$ cat src/rtl/cvg_pkg.sv
// ---------------------------------------------------------------------------
// cvg_pkg
// Shared types and constants of the Gaussian-derivative curve filter.
// ---------------------------------------------------------------------------
package cvg_pkg;

  // Request selector carried on the slave tuser
  typedef enum logic [1:0] {
    FUNC_TAP     = 2'd0,
    FUNC_SAMPLE  = 2'd1,
    FUNC_COMPUTE = 2'd2,
    FUNC_NOP     = 2'd3
  } func_e;

  // Configuration register indexes
  typedef enum logic [1:0] {
    CFG_LENGTH = 2'd0,
    CFG_HALF   = 2'd1,
    CFG_OPEN   = 2'd2,
    CFG_NONE   = 2'd3
  } cfg_e;

  typedef enum logic [2:0] {
    ST_IDLE,
    ST_RUN,
    ST_MUL,
    ST_ACC,
    ST_DONE
  } state_e;

  // Field widths
  localparam int IdxW    = 10;
  localparam int SampleW = 32;
  localparam int CoefW   = 24;
  localparam int ResW    = 40;
  localparam int LenW    = 11;
  localparam int HalfW   = 6;
  localparam int CfgIdxW = 2;
  localparam int CfgW    = 11;
  localparam int JW      = 13;  // signed neighbor index before folding

  // Beat layouts
  localparam int InW     = 120;
  localparam int OutW    = 120;
  localparam int InIdxLo = 0;
  localparam int InSmpLo = InIdxLo + IdxW;
  localparam int InGLo   = InSmpLo + SampleW;
  localparam int InFLo   = InGLo + CoefW;
  localparam int InSLo   = InFLo + CoefW;

  localparam int ProdW = SampleW + CoefW;
  localparam int AccW  = 64;

  // controller -> datapath
  typedef struct packed {
    logic load_tap;
    logic load_sample;
    logic start;
    logic issue;
    logic finish;
  } cmd_t;

  // datapath -> controller
  typedef struct packed {
    logic bad;
    logic last;
  } status_t;

endpackage

$ cat src/rtl/cvg_ctrl.sv
// ---------------------------------------------------------------------------
// cvg_ctrl
// Request sequencer: decodes beats, steps the tap loop, hands off results.
// ---------------------------------------------------------------------------
module cvg_ctrl
  import cvg_pkg::*;
(
  input  logic    clk_i,
  input  logic    rst_ni,
  input  logic    s_valid_i,
  output logic    s_ready_o,
  input  func_e   func_i,
  output logic    m_valid_o,
  input  logic    m_ready_i,
  input  status_t status_i,
  output cmd_t    cmd_o
);

  state_e state_q, state_d;
  logic   m_valid_q, m_valid_d;
  logic   accept;

  always_ff @(posedge clk_i or negedge rst_ni) begin
    if (!rst_ni) begin
      state_q   <= ST_IDLE;
      m_valid_q <= 1'b0;
    end else begin
      state_q   <= state_d;
      m_valid_q <= m_valid_d;
    end
  end

  always_comb begin
    state_d   = state_q;
    cmd_o     = '0;
    s_ready_o = (state_q == ST_IDLE);
    accept    = s_valid_i && s_ready_o;
    unique case (state_q)
      ST_IDLE: begin
        if (accept) begin
          unique case (func_i)
            FUNC_TAP:    cmd_o.load_tap = 1'b1;
            FUNC_SAMPLE: cmd_o.load_sample = 1'b1;
            FUNC_COMPUTE: begin
              cmd_o.start = 1'b1;
              state_d     = status_i.bad ? ST_DONE : ST_RUN;
            end
            FUNC_NOP: ;
            default: ;
          endcase
        end
      end
      ST_RUN: begin
        cmd_o.issue = 1'b1;
        if (status_i.last) begin
          state_d = ST_MUL;
        end
      end
      ST_MUL:  state_d = ST_ACC;
      ST_ACC:  state_d = ST_DONE;
      ST_DONE: begin
        // wait for the output slot
        if (!m_valid_q || m_ready_i) begin
          cmd_o.finish = 1'b1;
          state_d      = ST_IDLE;
        end
      end
      default: state_d = ST_IDLE;
    endcase

    if (cmd_o.finish) begin
      m_valid_d = 1'b1;
    end else if (m_ready_i) begin
      m_valid_d = 1'b0;
    end else begin
      m_valid_d = m_valid_q;
    end
  end

  assign m_valid_o = m_valid_q;

endmodule

$ cat config.mk
export PLATFORM = sky130hd
export DESIGN_NAME = cvg_ctrl
export DESIGN_NICKNAME = d
export VERILOG_FILES = /design/src/rtl/cvg_pkg.sv /design/src/rtl/cvg_ctrl.sv
export SDC_FILE = /design/constraint.sdc
export NUM_CORES = 1
export LEC_CHECK = 0
export BUFFER_PORTS_ARGS = -buffer_cell sky130_fd_sc_hd__buf_4
export CAP_MARGIN = 0
export CORE_AREA = 2 2 39 41
export CTS_BUF_LIST = sky130_fd_sc_hd__clkbuf_16
export CTS_CLUSTER_SIZE = 12
export DETAILED_ROUTE_END_ITERATION = 10
export DIE_AREA = 0 0 41 43
export HOLD_SLACK_MARGIN = 0.12
export PLACE_DENSITY = 0.41
export SYNTH_ARGS = -nofsm -noshare
export SYNTH_HDL_FRONTEND = slang
export SYNTH_SLANG_ARGS = --single-unit
$ cat constraint.sdc
create_clock -name clk_i -period 2.3 [get_ports clk_i]
set_input_delay 0.46 -clock clk_i [delete_from_list [all_inputs] [get_ports clk_i]]
set_output_delay 0.46 -clock clk_i [all_outputs]
set_load 0.01 [all_outputs]
# Yosys cells after proc, flatten, opt, wreduce, memory -nomap -nowiden
# Index checks and enable logic that the tools add are counted.
dict set report totals {
  input_bits 8
  word_cells 35
  ff_bits 4
}
dict set report classes {
  n_reduce_logical 7
  mux 16
  eq_ne 10
}
# operator n
set ops {}
lappend ops {{3-bit two-way mux} 7}
lappend ops {{3-bit one-hot mux with 5 select lines} 1}
lappend ops {{1-bit two-way mux} 8}
lappend ops {{3-bit by 2-bit equality test with 1-bit output (second input constant)} 2}
lappend ops {{2-bit by 1-bit inequality test with 1-bit output (second input constant)} 2}
lappend ops {{2-bit inequality test (second input constant)} 2}
lappend ops {{4-bit AND reduction} 1}
lappend ops {{3-bit by 1-bit equality test with 1-bit output (second input constant)} 1}
lappend ops {{3-bit equality test (second input constant)} 1}
lappend ops {{3-bit logical NOT} 1}
lappend ops {{2-bit by 1-bit equality test with 1-bit output (second input constant)} 1}
lappend ops {{2-bit equality test (second input constant)} 1}
lappend ops {{2-bit logical NOT} 1}
lappend ops {{2-bit nonzero test} 1}
lappend ops {{1-bit logical AND} 1}
lappend ops {{1-bit logical NOT} 1}
lappend ops {{1-bit logical OR} 1}

# Depth between registers and ports, before layout
dict set report depth {
  word_depth 5
  mapped_depth 3
  ltp_nobuf 3
}

# Least setup slack after synthesis
# OpenSTA, ideal clock, no wires.
dict set report synth_path {
  kind {register to output}
  from {reg state_q[0]}
  to {out cmd_o[4] (netlist name)}
  setup_slack_ns 0.677
  stages_incl_launch_ff 3
  arrival_ns 1.163
  path_buffers 0
  required_ns 1.840
  cell_sequence {dfrtp_1 > nor3_2 > nor4bb_1}
}
# element line_no
set synth_rtl {}
lappend synth_rtl {{start: declaration} cvg_ctrl.sv:19} ;# state_e state_q, state_d;
lappend synth_rtl {{start signal: assignment} cvg_ctrl.sv:28} ;# state_q <= state_d;
lappend synth_rtl {{end: declaration} cvg_ctrl.sv:16} ;# output cmd_t cmd_o

==> run metrics <==
# IOs 15; Die H 43 um; GR Overflow Total 0; Seq/Total Area, Yosys 0.408; Syn. warnings 0; vias 266; Clock Sinks 4; Layout Skew 0.00161 ns; initial antenna violation count 0; Final Max Tran Viols 0; antenna viol nets, final 0; Finished Layout Cells 58; Iteration-0 DRC Markers 3; DR vias/cell between 4 and 5; Setup crit start kind register; placer's final routability congestion estimate 0.677; area of the mapped netlist roughly 250 um2; Critical-path top delay cell dfrtp_1; Max-Cap Viols 0; Pleak 0.226 nW; TritonCTS clock tree done; Die Width 41 um; global-route wire length before repair about 1000 um; Crit path max-delay family simple AND/OR/NAND/NOR gates; critical-path maximum fanout 8; vias in the first global route 275; die footprint about 1800 um2; Core Box Area 1380 um2; crit path kind register to output port; synthesized net count 33; Critical Path End Type output port; fmax 529 MHz; Routed WL 650 um; CP Cell Sequence or3b_1 > and2b_2 > buf_4; Seq cells post-synth 4; final hold viol count 0; largest net degree at the start of global routing 9; outcome finished clean; final worst slack between 0.4 and 0.5 ns; area grow syn2layout 82.7%; initial core utilization 0.177; Placed Cells 54; commonest cells after routing, fill and taps aside 14 x buf_4, 4 x dfrtp_1, 3 x nand2_1, 3 x clkbuf_16; WL/cell 11.2 um; DRT Pass-1 Iters 4; worst hold path class input port to register; GR Util All Layers 0.0955; Rel. slew slack 0.829; library cells used by synthesis 17; clock latency on the worst-skew pair 0.23 ns; Tcrit/Tclk final 0.822; Peak VDD IR 381 uV; RSZ-0062 raised after global routing no; nets 52; Least-Margin Pin Slew 0.253 ns; fraction of layout instances using a drive strength above 1 0.452; post-CTS setup buffer count 0; setup TNS 0 ns; clock-pin transition on the worst setup and hold timing paths 0.03 ns; Critical Path AT roughly 1.4 ns; IO buf count 14; CTS buffer count 3; CTS root buffer clkbuf_16; Hold Path Cell Cnt 2; CP Buf/Inv Count 1; number of cells on the critical path 3; antenna diode instance count 0; Final HPWL DP roughly 520 um; Rows 14; Synth Instances 25; Final Critical Period ~1.9 ns; WP data required 1.84 ns; pre-CTS setup slack 0.643 ns; worst reg2reg path depth 3; H-tree depth 1; slowest stage delay, CP 0.44 ns; Clock Path Buffers 2; DRC viols 0; Mapped Avg Cell Area approximately 9.8 um2; Final Setup Violations 0; commonest non-fill, non-tap cell in the layout buf_4; pwr/cell area between 1000 and 1500 nW/um2
[layout make-up]
type | count | area [um2]
Timing Repair Buffer | 15 | 115
Fill cell | 156 | 936
Sequential cell | 4 | 100
Tap cell | 16 | 20.0
Clock buffer | 3 | 75.1
Multi-Input combinational cell | 20 | 138
[routing by layer]
| layer | wire [um] | GRT usage | part of all wire |
|---|---|---|---|
| met1 | 256 | 0.100 | 0.39 |
| met2 | 305 | 0.125 | 0.47 |
| met3 | 68 | 0.0157 | 0.10 |
| met4 | 20 | 0.140 | 0.031 |
| met5 | 0 | 0 | 0 |
[sequential cells by signal (all words and copies together), names as in the netlist]
name and count:
m_valid_o 1, state_q 3
[repair_timing]
action,CTS,global route
hold buffers,1,0
resized for setup,0,0
endpoints found under the hold margin,4,0
setup endpoints to repair,0,0
[report_power, final]
part	switching [mW]	total, mW	leakage (nW)	internal [mW]
logic	0.0687	0.162	0.136	0.0933
registers	0.0351	0.130	0.0530	0.0952
clock network	0.0505	0.273	0.0370	0.222
total	0.154	0.565	0.226	0.411
[final timing paths]
check / startpoint / end / slack (ns)
worst max register to register: state_q[0] / state_q[2] / 1.09
min in group asynchronous: rst_ni / state_q[0] / 0.57
worst max-delay path: state_q[0] / cmd_o[0] / 0.41
worst min-delay path: status_i[1] / state_q[2] / 0.46
max in group asynchronous: rst_ni / state_q[1] / 1.63
worst min register to register: m_valid_o / m_valid_o / 0.52
[metrics by stage]
| stage | hold WS [ns] | instance area (um2) | total power, mW | util |
|---|---|---|---|---|
| detailed placement | 0.260 | 363 | 0.296 | 0.262 |
| global route | 0.480 | 448 | 0.598 | 0.324 |
| floorplan | 0.164 | 245 | 0.217 | - |
| global placement | 0.261 | 363 | 0.290 | 0.262 |
| CTS | 0.461 | 448 | 0.573 | 0.324 |
| finish | 0.458 | 448 | 0.565 | 0.324 |
[cell families (layout without fill, tap and decap cells)]
family / Yosys count / in the layout / synth area share
simple gates: 16 / 16 / 0.459
compound gates: 4 / 4 / 0.102
buf+inv: 1 / 18 / 0.0306
flops: 4 / 4 / 0.408
[synthesized netlist by cell type]
cell type | number | share of area
nand3b_1 | 1 | 0.031
dfrtp_1 | 4 | 0.41
o22ai_1 | 1 | 0.026
nand4b_1 | 1 | 0.036
a31oi_1 | 1 | 0.026
and2b_2 | 1 | 0.036
nor3b_1 | 1 | 0.031
nand2b_1 | 2 | 0.051
nor4bb_1 | 1 | 0.041
nand2_1 | 3 | 0.046
nor2_1 | 2 | 0.031
a21o_1 | 1 | 0.031
buf_4 | 1 | 0.031
and4b_1 | 2 | 0.082
nor3_2 | 1 | 0.041
or3b_1 | 1 | 0.036
a21oi_1 | 1 | 0.020
[worst register-to-register path: stages (launching register included)]
cell     delay, ns
dfrtp_1       0.44
or3b_1        0.43
o22ai_1       0.17
a21o_1        0.11
Power figures use the tool's default switching activity.
